### src/sv/gbn_pkg.sv
// ---------------------------------------------------------------------------
// gbn_pkg
// Shared codes, widths and control/status types for the Go-Back-N sender.
// ---------------------------------------------------------------------------
package gbn_pkg;

    localparam int OP_W      = 2;
    localparam int ACK_W     = 3;
    localparam int KIND_W    = 2;
    localparam int SEQ_OUT_W = 3;
    localparam int OUTST_W   = 3;
    localparam int WIN_W     = 3;
    localparam int TIMER_W   = 16;
    localparam int CFG_IDX_W = 1;
    localparam int CFG_DAT_W = 16;

    // input operations
    localparam logic [OP_W-1:0] OP_SEND = 2'd0;
    localparam logic [OP_W-1:0] OP_ACK  = 2'd1;
    localparam logic [OP_W-1:0] OP_TICK = 2'd2;

    // result kinds
    localparam logic [KIND_W-1:0] KIND_STATUS = 2'd0;
    localparam logic [KIND_W-1:0] KIND_NEW    = 2'd1;
    localparam logic [KIND_W-1:0] KIND_RETX   = 2'd2;

    // configuration register indexes
    localparam logic [CFG_IDX_W-1:0] CFG_WINDOW_SIZE = 1'd0;
    localparam logic [CFG_IDX_W-1:0] CFG_TIMEOUT     = 1'd1;

    localparam logic [WIN_W-1:0]   WINDOW_SIZE_RST = 3'd7;
    localparam logic [TIMER_W-1:0] TIMEOUT_RST     = 16'd2000;
    localparam logic [TIMER_W-1:0] TIMER_MAX       = 16'hFFFF;

    // controller -> datapath
    typedef struct packed {
        logic accept;   // take the input item, load its first result
        logic advance;  // current beat taken, load next retransmission
    } gbn_cmd_t;

    // datapath -> controller
    typedef struct packed {
        logic last;     // the held result is the final one of its item
    } gbn_sts_t;

endpackage

### src/sv/go_back_n_sender_window.sv
// ---------------------------------------------------------------------------
// go_back_n_sender_window
// Go-Back-N ARQ sender window: grants sends, takes cumulative acks and
// retransmits the whole outstanding window on timer expiry.
// ---------------------------------------------------------------------------
//
//  channel  | signals                                   | beat on
//  ---------+-------------------------------------------+---------------------
//  in       | in_valid, in_ready, op, ack_seq           | in_valid & in_ready
//  out      | out_valid, out_ready, kind, seq_num,      | out_valid & out_ready
//           | outstanding, last                         |
//  cfg      | cfg_we, cfg_index, cfg_data               | cfg_we
//
//  An item is taken on an in beat and its result sits in the output register
//  from the next cycle; an item gives one beat, a timeout one beat for each
//  of its N retransmissions (N at most 7), one beat per cycle from the result
//  register while out_ready is high. One item is in flight at a time;
//  in_ready returns the cycle after the final beat is taken. After reset the
//  window is empty, the timer stopped, window_size 7 and timeout 2000 ticks.
//  A stall on out holds the current beat and the whole block.
//
module go_back_n_sender_window #(
    parameter int SEQ_MODULUS = 8   // sequence number space, 2 to 256
) (
    input  logic                           clk,
    input  logic                           rst_n,
    // configuration writes
    input  logic                           cfg_we,
    input  logic [gbn_pkg::CFG_IDX_W-1:0]  cfg_index,
    input  logic [gbn_pkg::CFG_DAT_W-1:0]  cfg_data,
    // input events
    input  logic                           in_valid,
    output logic                           in_ready,
    input  logic [gbn_pkg::OP_W-1:0]       op,
    input  logic [gbn_pkg::ACK_W-1:0]      ack_seq,
    // results
    output logic                           out_valid,
    input  logic                           out_ready,
    output logic [gbn_pkg::KIND_W-1:0]     kind,
    output logic [gbn_pkg::SEQ_OUT_W-1:0]  seq_num,
    output logic [gbn_pkg::OUTST_W-1:0]    outstanding,
    output logic                           last
);
    import gbn_pkg::*;

    // command/status link between controller and datapath
    gbn_cmd_t cmd;
    gbn_sts_t sts;

    // Controller: owns the handshakes. It accepts one event, then presents
    // beats until the one marked last is taken.
    gbn_ctrl u_ctrl (
        .clk       (clk),
        .rst_n     (rst_n),
        .in_valid  (in_valid),
        .in_ready  (in_ready),
        .out_valid (out_valid),
        .out_ready (out_ready),
        .sts       (sts),
        .cmd       (cmd)
    );

    // Datapath: window base, next sequence number, tick timer and the
    // result register. On accept it applies the event and loads the first
    // beat; on advance it steps the retransmission sequence number on.
    gbn_datapath #(
        .SEQ_MODULUS (SEQ_MODULUS)
    ) u_datapath (
        .clk         (clk),
        .rst_n       (rst_n),
        .cfg_we      (cfg_we),
        .cfg_index   (cfg_index),
        .cfg_data    (cfg_data),
        .op          (op),
        .ack_seq     (ack_seq),
        .cmd         (cmd),
        .sts         (sts),
        .kind        (kind),
        .seq_num     (seq_num),
        .outstanding (outstanding),
        .last        (last)
    );

endmodule

### src/sv/gbn_datapath.sv
// ---------------------------------------------------------------------------
// gbn_datapath
// Window state, retransmit timer, configuration and the result register.
// ---------------------------------------------------------------------------
module gbn_datapath #(
    parameter int SEQ_MODULUS = 8
) (
    input  logic                           clk,
    input  logic                           rst_n,
    input  logic                           cfg_we,
    input  logic [gbn_pkg::CFG_IDX_W-1:0]  cfg_index,
    input  logic [gbn_pkg::CFG_DAT_W-1:0]  cfg_data,
    input  logic [gbn_pkg::OP_W-1:0]       op,
    input  logic [gbn_pkg::ACK_W-1:0]      ack_seq,
    input  gbn_pkg::gbn_cmd_t              cmd,
    output gbn_pkg::gbn_sts_t              sts,
    output logic [gbn_pkg::KIND_W-1:0]     kind,
    output logic [gbn_pkg::SEQ_OUT_W-1:0]  seq_num,
    output logic [gbn_pkg::OUTST_W-1:0]    outstanding,
    output logic                           last
);
    import gbn_pkg::*;

    localparam int SW = (SEQ_MODULUS > 2) ? $clog2(SEQ_MODULUS) : 1;
    localparam logic [SW:0] MOD_W   = (SW+1)'(SEQ_MODULUS);
    localparam logic [8:0]  MOD_9   = 9'(SEQ_MODULUS);
    localparam logic [8:0]  WMAX_9  = 9'(SEQ_MODULUS - 1);
    localparam logic [SW-1:0] SEQ_TOP = SW'(SEQ_MODULUS - 1);

    function automatic logic [SW-1:0] seq_inc(input logic [SW-1:0] s);
        logic [SW-1:0] r;
        r = (s == SEQ_TOP) ? '0 : s + 1'b1;
        return r;
    endfunction

    // (a - b) mod M for a, b already below M
    function automatic logic [SW-1:0] seq_dist(input logic [SW-1:0] a,
                                               input logic [SW-1:0] b);
        logic [SW:0] d;
        d = {1'b0, a} + MOD_W - {1'b0, b};
        if (d >= MOD_W)
            d = d - MOD_W;
        return d[SW-1:0];
    endfunction

    // 3-bit ack number reduced modulo M
    function automatic logic [SW-1:0] ack_wrap(input logic [ACK_W-1:0] a);
        logic [8:0] v;
        v = 9'(a);
        for (int i = 0; i < 8; i++) begin
            if (v >= MOD_9)
                v = v - MOD_9;
        end
        return v[SW-1:0];
    endfunction

    logic [WIN_W-1:0]    win_size_reg;
    logic [TIMER_W-1:0]  timeout_reg;
    logic [SW-1:0]       base_reg, base_next;
    logic [SW-1:0]       next_seq_reg, next_seq_next;
    logic [TIMER_W-1:0]  timer_reg, timer_next;
    logic                running_reg, running_next;
    logic [KIND_W-1:0]   kind_reg, kind_next;
    logic [SW-1:0]       seq_reg, seq_next;
    logic [OUTST_W-1:0]  outst_reg, outst_next;
    logic                last_reg, last_next;
    logic [OUTST_W-1:0]  rem_reg, rem_next;

    logic [SW-1:0]       outst_cur;
    logic [SW-1:0]       ack_w;
    logic [SW-1:0]       ack_d;
    logic [8:0]          win_lim;
    logic [TIMER_W-1:0]  timer_inc;
    logic [8:0]          seq_wide;

    // configuration
    always_ff @(posedge clk or negedge rst_n)
    begin
        if (!rst_n)
        begin
            win_size_reg <= WINDOW_SIZE_RST;
            timeout_reg  <= TIMEOUT_RST;
        end
        else if (cfg_we)
        begin
            case (cfg_index)
                CFG_WINDOW_SIZE: win_size_reg <= cfg_data[WIN_W-1:0];
                CFG_TIMEOUT:     timeout_reg  <= cfg_data;
                default:         ;
            endcase
        end
    end

    always_comb
    begin
        outst_cur = seq_dist(next_seq_reg, base_reg);
        ack_w     = ack_wrap(ack_seq);
        ack_d     = seq_dist(ack_w, base_reg);
        win_lim   = (9'(win_size_reg) > WMAX_9) ? WMAX_9 : 9'(win_size_reg);
        timer_inc = (timer_reg < TIMER_MAX) ? timer_reg + 1'b1 : timer_reg;

        base_next     = base_reg;
        next_seq_next = next_seq_reg;
        timer_next    = timer_reg;
        running_next  = running_reg;
        kind_next     = kind_reg;
        seq_next      = seq_reg;
        outst_next    = outst_reg;
        last_next     = last_reg;
        rem_next      = rem_reg;

        if (cmd.accept)
        begin
            // default: one status beat
            kind_next  = KIND_STATUS;
            seq_next   = '0;
            outst_next = OUTST_W'(outst_cur);
            last_next  = 1'b1;
            rem_next   = '0;
            case (op)
                OP_SEND:
                begin
                    if (9'(outst_cur) < win_lim)
                    begin
                        if (outst_cur == '0)
                        begin
                            running_next = 1'b1;
                            timer_next   = '0;
                        end
                        next_seq_next = seq_inc(next_seq_reg);
                        kind_next     = KIND_NEW;
                        seq_next      = next_seq_reg;
                        outst_next    = OUTST_W'(outst_cur) + 1'b1;
                    end
                end
                OP_ACK:
                begin
                    if (ack_d < outst_cur)
                    begin
                        base_next    = seq_inc(ack_w);
                        timer_next   = '0;
                        running_next = (seq_inc(ack_w) != next_seq_reg);
                        outst_next   = OUTST_W'(seq_dist(next_seq_reg, seq_inc(ack_w)));
                    end
                end
                OP_TICK:
                begin
                    if (running_reg)
                    begin
                        timer_next = timer_inc;
                        if (timer_inc >= timeout_reg && outst_cur != '0)
                        begin
                            // timeout: go back to the base
                            timer_next = '0;
                            kind_next  = KIND_RETX;
                            seq_next   = base_reg;
                            rem_next   = OUTST_W'(outst_cur) - 1'b1;
                            last_next  = (outst_cur == SW'(1));
                        end
                        else if (outst_cur == '0)
                        begin
                            running_next = 1'b0;
                            timer_next   = '0;
                        end
                    end
                end
                default: ;
            endcase
        end
        else if (cmd.advance)
        begin
            seq_next  = seq_inc(seq_reg);
            rem_next  = rem_reg - 1'b1;
            last_next = (rem_reg == OUTST_W'(1));
        end
    end

    always_ff @(posedge clk or negedge rst_n)
    begin
        if (!rst_n)
        begin
            base_reg     <= '0;
            next_seq_reg <= '0;
            timer_reg    <= '0;
            running_reg  <= 1'b0;
        end
        else
        begin
            base_reg     <= base_next;
            next_seq_reg <= next_seq_next;
            timer_reg    <= timer_next;
            running_reg  <= running_next;
        end
    end

    // result register, payload only
    always_ff @(posedge clk)
    begin
        kind_reg  <= kind_next;
        seq_reg   <= seq_next;
        outst_reg <= outst_next;
        last_reg  <= last_next;
        rem_reg   <= rem_next;
    end

    assign seq_wide    = 9'(seq_reg);
    assign kind        = kind_reg;
    assign seq_num     = seq_wide[SEQ_OUT_W-1:0];
    assign outstanding = outst_reg;
    assign last        = last_reg;
    assign sts.last    = last_reg;

endmodule

### src/sv/gbn_ctrl.sv
// ---------------------------------------------------------------------------
// gbn_ctrl
// Handshake controller: take one item, then hand out its beats.
// ---------------------------------------------------------------------------
module gbn_ctrl (
    input  logic              clk,
    input  logic              rst_n,
    input  logic              in_valid,
    output logic              in_ready,
    output logic              out_valid,
    input  logic              out_ready,
    input  gbn_pkg::gbn_sts_t sts,
    output gbn_pkg::gbn_cmd_t cmd
);
    import gbn_pkg::*;

    typedef enum logic {
        ST_IDLE,
        ST_EMIT
    } state_t;

    state_t state_reg;
    logic   in_ready_reg;
    logic   out_valid_reg;

    always_comb
    begin
        cmd.accept  = in_valid && in_ready_reg;
        cmd.advance = out_valid_reg && out_ready && !sts.last;
    end

    always_ff @(posedge clk or negedge rst_n)
    begin
        if (!rst_n)
        begin
            state_reg     <= ST_IDLE;
            in_ready_reg  <= 1'b1;
            out_valid_reg <= 1'b0;
        end
        else
        begin
            case (state_reg)
                ST_IDLE:
                begin
                    if (in_valid)
                    begin
                        state_reg     <= ST_EMIT;
                        in_ready_reg  <= 1'b0;
                        out_valid_reg <= 1'b1;
                    end
                end
                ST_EMIT:
                begin
                    if (out_ready && sts.last)
                    begin
                        state_reg     <= ST_IDLE;
                        in_ready_reg  <= 1'b1;
                        out_valid_reg <= 1'b0;
                    end
                end
                default:
                begin
                    state_reg     <= ST_IDLE;
                    in_ready_reg  <= 1'b1;
                    out_valid_reg <= 1'b0;
                end
            endcase
        end
    end

    assign in_ready  = in_ready_reg;
    assign out_valid = out_valid_reg;

endmodule
### config.mk
export PLATFORM = sky130hd
export DESIGN_NAME = go_back_n_sender_window
export DESIGN_NICKNAME = d
export VERILOG_FILES = /design/src/sv/gbn_pkg.sv /design/src/sv/go_back_n_sender_window.sv /design/src/sv/gbn_datapath.sv /design/src/sv/gbn_ctrl.sv
export SDC_FILE = /design/constraint.sdc
export NUM_CORES = 1
export LEC_CHECK = 0
export BUFFER_PORTS_ARGS = -buffer_cell sky130_fd_sc_hd__buf_2
export CAP_MARGIN = 10
export CORE_MARGIN = 2
export CORE_UTILIZATION = 50
export DETAILED_ROUTE_END_ITERATION = 16
export HOLD_SLACK_MARGIN = 0.15
export PLACE_DENSITY = 0.72
export SYNTH_ARGS = -nofsm -noshare
export SYNTH_HDL_FRONTEND = slang
export SYNTH_SLANG_ARGS = --single-unit
### constraint.sdc
create_clock -name clk -period 3.11 [get_ports clk]
set_input_delay 0.4665 -clock clk [delete_from_list [all_inputs] [get_ports clk]]
set_output_delay 0.4665 -clock clk [all_outputs]
set_load 0.05 [all_outputs]
==> metrics.cfg, run 1 <==
[placed_design]
place_inst = 567
gp_congestion = 0.854
port_buffers = 37
dp_hpwl_um = 6430

[worst_hold_path]
hp-class = in2async

[yosys]
synth_edf_count = 12
ys_seq_area_share_pct = 39.1
synth_top_area_share_pct = 22.8
syn-num-nets = 464
synth.largest_area_cell = dfrtp_1
synth_cell_types = 59
synth.most_common_cell = nand2_1
ys_seq_elements = 57
synth_ff_type = dfrtp_1
synthTopCellsByCount = nand2_1 (48), inv_1 (42), ha_1 (41), dfrtp_1 (35), a21oi_1 (24)
synthArstFlopShare_pct = 78.9
synth.cell_area_sq_um = 3830
synth_area_leaders = dfrtp_1 (23%), ha_1 (13%), edfxtp_1 (9.4%)
yosys_warnings = 0
synth_cells = 393
avgSynthCellArea_sq_um = 9.75

[clock_tree]
cts_buffers = 9
cts_tree = done
clk_latency_ps = 340
cts_buffer_depth = 2
cts.clk_slew.worst_paths_ps = 70
clock-sinks = 57
cts_root_buf = clkbuf_8
htreeDepth = 3

[timing]
finalSetupTns_ps = -1340
hold_viol_final = 0
min_period_ps = 3240
setup_ws_ps = -130
setup_viol = 22
min_period_over_period_pct = 104
clock_skew_ps = 12.1
whs_ps = 306
tightest_slew_ps = 1030
rsz0062_at_grt = true
max_slew_margin_pct = 31.5
drv_slew = 0
fmax_ghz = 0.309

[worst_setup_path]
worst-path-buf-inv = 3
cp_max_fo = 10
critical-path-slowest-cell = a311oi_4
cp_slowest_stage_delay_ps = 410
critPathKind = reg2reg
critPathArrivalTime_ps = 3510
start_kind = register
r2r-start = u_datapath.timer_reg[1]$_DFFE_PN0P_
r2r_slack_ps = -130
cpMostUsedCell = buf_6
r2r_end = u_datapath.timer_reg[13]$_DFFE_PN0P_
cp-end-kind = register
crit_family = simple AND/OR/NAND/NOR gates
rr_worst_depth = 16
path_cells = ha_4 -> nand3_4 -> nor3_4 -> buf_6 -> buf_6 -> and3_4 -> nand3b_1 -> o21a_1 -> ha_1 -> nand4_1 -> nor3_2 -> a311oi_4 -> nand4b_4 -> buf_6 -> o21bai_1 -> a21o_1
cp.required_ps = 3390

[drt]
vias_per_cell = 5.42
drt-pass1-iter-count = 4
drtIter0Drc = 191
routed_wl_um = 9300
ant_nets = 0
drc_errors = 0
vias = 3244
wl_per_cell_um = 15.5

[pwr]
pwr_density_cell_nw_per_um2 = 839
ir_drop_mv = 0.502
p_leak_nw = 2.48
p_total_mw = 4.30

[run]
drv_cap = 0

[layout]
drive_above_1_share_pct = 40.2
diodes = 0
area_delta_synth_final_pct = 33.7
multi_input_area_sq_um = 2450
ff_latch_area_sq_um = 1500
nFillCells = 503
nets = 566
instances_no_fill = 599
final_util_pct = 69.9

[global_routing]
grt_pass1_wl_um = 14700
grt_pass1_vias = 3175
grt_start_max_net_pins = 46
antenna_found_initial = 0
grt-ovfl-total = 0
groute.usage.overall_pct = 22.1

[status]
failed_checks = setup timing
outcome = finished with violations

[floorplanning]
rows = 31
io-pin-count = 38
die_area_sq_um = 8380
start_util_pct = 52.3
die_h_um = 91.6
die_x_um = 91.6
coreArea_sq_um = 7330

[through the flow]
| step | setup WS, ps | area (sq um) |
|---|---|---|
| floorplan | -102 | 3890 |
| global placement | -107 | 4490 |
| detailed placement | -222 | 4490 |
| CTS | -25.1 | 4840 |
| global route | -276 | 5130 |
| finish | -130 | 5130 |
[power breakdown]
part / switching, mW / total [mW] / internal [mW]
logic: 1.38 / 2.39 / 1.01
clock network: 0.314 / 0.781 / 0.467
registers: 0.119 / 1.13 / 1.01
[repair_timing]
| item | CTS | global route |
|---|---|---|
| setup buffers | 6 | 10 |
| resized for setup | 19 | 48 |
| setup endpoints to repair | 22 | 29 |
| endpoints found under the hold margin | 0 | 0 |
| hold buffers | 0 | 0 |
| pin swaps | 2 | 8 |
[worst max path at each step]
stage	slack [ps]	depth (start not counted)	end	startpoint
after global placement	-110	15	u_datapath.rem_reg[2]$_DFFE_PP_	u_datapath.timer_reg[1]$_DFFE_PN0P_
after floorplan	-100	12	u_datapath.timer_reg[5]$_DFFE_PN0P_	u_datapath.timer_reg[0]$_DFFE_PN0P_
after detailed placement	-220	15	u_datapath.seq_num[0]$_DFFE_PP_	u_datapath.timer_reg[1]$_DFFE_PN0P_
after CTS	-30	14	u_datapath.timer_reg[5]$_DFFE_PN0P_	u_datapath.timer_reg[0]$_DFFE_PN0P_
final	-130	16	u_datapath.timer_reg[13]$_DFFE_PN0P_	u_datapath.timer_reg[1]$_DFFE_PN0P_
after global routing	-280	16	u_datapath.timer_reg[13]$_DFFE_PN0P_	u_datapath.timer_reg[1]$_DFFE_PN0P_
[layout make-up]
type	instances	area share, %
Multi-Input combinational cell	286	47.8
Sequential cell	57	29.3
Timing Repair Buffer	98	13.1
Inverter	43	3.15
Clock buffer	10	2.68
Tap cell	99	2.42
Clock inverter	6	1.59
[cell usage in the layout, fill, tap and decap left out, types with 3 or more instances in the layout]
cell      netlist  routed
a21o_1          8       8
a21oi_1        24      14
a21oi_2         0      10
a31oi_1         4       3
and3_4          0       3
buf_2           2      37
buf_4           1      54
buf_6           0       6
clkbuf_8        0      10
dfrtp_1        35      34
dfstp_2        10      10
edfxtp_1       12      12
fa_1            3       3
ha_1           41      36
ha_4            0       5
inv_1          42      40
mux2_2         20      19
nand2_1        48      44
nand2_4         0       3
nand2b_1        6       6
nand3_1        13      10
nand4_1         5       5
nor2_1         17      15
nor2b_1         3       3
nor3_2          2       4
o21a_1          3       3
o21ai_0        21      14
o21ai_1         3       8
o21bai_1        3       3
o22a_1          3       3
or2_2           3       3
or3_1           6       5
xnor2_1         6       6
xor2_1          5       4
[logic make-up (layout without fill, tap and decap cells)]
logic type	after synthesis	in the layout	synth area share [%]
AND/OR/NAND/NOR	121	121	15.9
adder cells (fa/ha/maj)	44	44	14.9
AO/OA/AOI/OAI	89	89	16.0
buffers and inverters	50	157	5.09
multiplexers	20	20	5.87
flip-flops	57	57	39.1
XOR/XNOR	12	12	3.17
[metal layers]
layer / wire length, um / vias up / GRT usage, %
met1: 4270 / 1561 / 29.8
met4: 172 / 0 / 8.21
li1: - / 1598 / -
met2: 4540 / 70 / 35.0
met5: 0 / - / 0
met3: 321 / 15 / 4.40
Power figures use the tool's default switching activity.
==> inputs of run 2 (changes only) <==
--- a/config.mk
+++ b/config.mk
@@ -5,6 +5,7 @@
 export SDC_FILE = /design/constraint.sdc
 export NUM_CORES = 1
 export LEC_CHECK = 0
+export ABC_AREA = 1
 export BUFFER_PORTS_ARGS = -buffer_cell sky130_fd_sc_hd__buf_2
 export CAP_MARGIN = 10
 export CORE_MARGIN = 2
@@ -12,6 +13,7 @@
 export DETAILED_ROUTE_END_ITERATION = 16
 export HOLD_SLACK_MARGIN = 0.15
 export PLACE_DENSITY = 0.72
+export REMOVE_ABC_BUFFERS = 1
 export SYNTH_ARGS = -nofsm -noshare
 export SYNTH_HDL_FRONTEND = slang
 export SYNTH_SLANG_ARGS = --single-unit
==> constraint.sdc (replaced) <==
create_clock -name clk -period 2.8 [get_ports clk]
set_input_delay 0.42 -clock clk [delete_from_list [all_inputs] [get_ports clk]]
set_output_delay 0.42 -clock clk [all_outputs]
set_load 0.05 [all_outputs]
==> run 2 against run 1 <==
The run still ends with setup timing left. Sequential cell count did not move. Combinational power grew 2%. Synthesized cell count increased by 19%. Die area down 1.8%. Maximum frequency grew 7.6%.
==> metrics.cfg, run 2 <==
[global_routing]
groute.usage.overall_pct = 22.5  ; +0.44 points
grt_pass1_vias = 3316  ; +4.4%
antenna_found_initial = 0  ; unchanged
grt-ovfl-total = 0  ; unchanged
grt_start_max_net_pins = 46  ; unchanged
grt_pass1_wl_um = 14800  ; +1.0%

[worst_setup_path]
timing.critical_path.to = u_datapath.timer_reg[11]$_DFFE_PN0P_
r2r_slack_ps = -210  ; -80 ps
cp-end-kind = register
r2r_end = u_datapath.timer_reg[11]$_DFFE_PN0P_
rr_worst_depth = 18  ; +2
critPathKind = reg2reg
cp_slowest_stage_delay_ps = 420  ; about the same
critical-path-slowest-cell = dfrtp_1
r2r-start = u_datapath.timer_reg[0]$_DFFE_PN0P_
cp.required_ps = 3080  ; -310 ps
start_kind = register
crit_start = u_datapath.timer_reg[0]$_DFFE_PN0P_
cpMostUsedCell = nor2_4
path_cells = buf_4 -> clkinvlp_4 -> nor2_4 -> nand2_2 -> nor2_4 -> nand3_2 -> or2_1 -> nand3_2 -> ha_4 -> a21oi_2 -> o21ai_1 -> a21oi_1 -> buf_4 -> nand3_4 -> nor2_4 -> buf_12 -> nand2_1 -> nand2_1
cp_max_fo = 8  ; -2
critPathArrivalTime_ps = 3290  ; -220 ps

[timing]
fmax_ghz = 0.332  ; +7.6%
tightest_slew_ps = 1080  ; +51.4 ps
rsz0062_at_grt = true
min_period_ps = 3010  ; -229 ps
setup_viol = 23  ; +4.5%
hold_viol_final = 0  ; unchanged
setup_ws_ps = -211  ; -81.5 ps
clock_skew_ps = 10.7  ; -1.36 ps
drv_slew = 0  ; unchanged
max_slew_margin_pct = 28.1  ; -3.4 points
min_period_over_period_pct = 108  ; +3.4 points

[yosys]
synth.most_common_cell = nand2_1
avgSynthCellArea_sq_um = 8.06  ; -17%
synth_top_area_share_pct = 23.3  ; +0.43 points
synth_area_leaders = dfrtp_1 (23%), nand2_1 (14%), ha_1 (14%)
yosys_warnings = 0  ; unchanged
synthTopCellsByCount = nand2_1 (141), inv_1 (60), ha_1 (41), nor2_1 (36), dfrtp_1 (35)
ys_seq_area_share_pct = 39.8  ; +0.74 points
ys_seq_elements = 57  ; unchanged
synthArstFlopShare_pct = 78.9  ; unchanged
synth_ff_type = dfrtp_1
synth_cell_types = 37  ; -37%
synth.cell_area_sq_um = 3760  ; -1.9%
synth_cells = 467  ; +19%
synth_edf_count = 12  ; unchanged
synth.largest_area_cell = dfrtp_1

[layout]
final_common_cell = nand2_1
diodes = 0  ; unchanged
drive_above_1_share_pct = 36.4  ; -3.8 points
area_delta_synth_final_pct = 38.1
fin_area_sq_um = 5190  ; +1.3%
nets = 632  ; +12%
layout_common_cells = nand2_1 (109), inv_1 (56), buf_4 (45)

[clock_tree]
cts.clk_slew.worst_paths_ps = 70  ; about the same
cts_buffers = 9  ; unchanged
htreeDepth = 3  ; unchanged
cts_root_buf = clkbuf_8
cts_tree = done
clock-sinks = 57  ; unchanged
cts_buffer_depth = 2  ; unchanged
clk_latency_ps = 350  ; about the same

[pwr]
seq_power_share_pct = 26.6  ; +0.4 points
p_leak_nw = 2.63  ; +5.9%
swShare_pct = 42.0  ; -0.31 points
pwr_density_cell_nw_per_um2 = 911  ; +8.7%
p_sw_mw = 1.99  ; +9.3%
ir_drop_mv = 0.839  ; +67%
power.share.combinational_pct = 51.6  ; -4.0 points
p_total_mw = 4.73  ; +10%
pwr-share-clk_pct = 21.8  ; +3.6 points
intPower_mw = 2.75  ; +11%

[run]
drv_cap = 0  ; unchanged

[floorplanning]
rows = 31  ; unchanged
die_x_um = 90.7  ; -0.90%
io-pin-count = 38  ; unchanged
start_util_pct = 51.9  ; -0.42 points
die_h_um = 90.7  ; -0.90%
die_area_sq_um = 8230  ; -1.8%
coreArea_sq_um = 7250  ; -1.1%

[drt]
drt-pass1-iter-count = 5  ; +1
drtIter0Drc = 236  ; +24%
wl_per_cell_um = 15.3  ; -1.3%
vias = 3503  ; +8.0%
vias_per_cell = 5.27  ; -2.7%
drc_errors = 0  ; unchanged
routed_wl_um = 10200  ; +9.6%
ant_nets = 0  ; unchanged

[worst_hold_path]
hp-class = in2async

[placed_design]
placed_cell_area_sq_um = 4310  ; -4.0%
gp_congestion = 0.839  ; -1.8%
dp_hpwl_um = 6160  ; -4.1%
port_buffers = 37  ; unchanged

[status]
outcome = finished with violations
failed_checks = setup timing

[run 2: cell types whose count changed after synthesis, moves of 7 or more]
cell	delta
a21o_1	-7
nand2_1	+93
nor2_1	+19
inv_1	+18
mux2_2	-19
[run 2: through the flow]
| stage | hold WS (ps) | TNS, ps | std cells | utilization, % | setup WS, ps |
|---|---|---|---|---|---|
| 6_report | 268 | -3810 | 665 | 71.6 | -211 |
| 5_1_grt | 330 | -6350 | 665 | 71.6 | -321 |
| 4_1_cts | 295 | -4.53 | 650 | 63.5 | -4.53 |
| 3_5_place_dp | 472 | -1010 | 632 | 59.5 | -75.7 |
| 3_3_place_gp | 467 | 0 | 632 | 59.5 | 11.5 |
| 2_1_floorplan | 124 | -1540 | 460 | - | -93.8 |
[run 2: power groups by stage]
stage | Clock, mW | Sequential [mW] | Combinational [mW]
2_1_floorplan | 0 | 1.50 | 1.10
3_3_place_gp | 0 | 1.25 | 1.95
3_5_place_dp | 0 | 1.26 | 2.04
4_1_cts | 1.04 | 1.25 | 2.11
5_1_grt | 1.07 | 1.28 | 2.70
6_report | 1.03 | 1.26 | 2.44
[run 2: kinds of logic after synthesis]
| kind of cell | share of synthesized area [%] |
|---|---|
| AND/OR/NAND/NOR | 25.2 |
| adder cells (fa/ha/maj) | 15.2 |
| XOR/XNOR | 3.72 |
| AO/OA/AOI/OAI | 8.21 |
| flip-flops | 39.8 |
| buffers and inverters | 7.48 |
| multiplexers | 0.299 |
[run 2: final cells by class]
cell class / instances / area (sq um)
Sequential cell: 57 / 1500
Tap cell: 99 / 124
Clock buffer: 9 / 124
Fill cell: 526 / 2060
Inverter: 64 / 249
Timing Repair Buffer: 90 / 636
Multi-Input combinational cell: 339 / 2430
Clock inverter: 7 / 133
[run 2: worst min path at each step]
stage / from / end
after floorplan: rst_n / u_ctrl.out_valid$_DFFE_PN0P_
after global placement: u_datapath.timeout_reg[7]$_DFFE_PN1P_ / u_datapath.timeout_reg[7]$_DFFE_PN1P_
after detailed placement: u_datapath.timeout_reg[7]$_DFFE_PN1P_ / u_datapath.timeout_reg[7]$_DFFE_PN1P_
after CTS: rst_n / u_datapath.timer_reg[15]$_DFFE_PN0P_
after global routing: cfg_data[10] / u_datapath.timeout_reg[10]$_DFFE_PN1P_
final: rst_n / u_datapath.timer_reg[15]$_DFFE_PN0P_
[run 2: what timing repair did]
item / CTS / global route
gates resized for setup: 7 / 100
cloned: 0 / 1
setup buffers: 2 / 14
setup endpoints to repair: 23 / 34
hold buffers: 0 / 0
pin swaps: 3 / 46
[run 2: critical path, delay by kind of cell (launching register included)]
kind                     cells  cell delay [ps]
AND/OR/NAND/NOR             10             1270
buffers and inverters        4              600
adder cells (fa/ha/maj)      1              220
AO/OA/AOI/OAI                3              430
flip-flops                   1              420
[run 2: metal layers]
metal	up-vias	part of all wire [%]	wire length, um	GRT usage, %
met1	1660	42	4240	29.2
met4	0	3.0	301	11.5
met5	-	0	0	0
met2	129	50	5040	36.3
li1	1685	-	-	-
met3	29	5.9	601	3.67
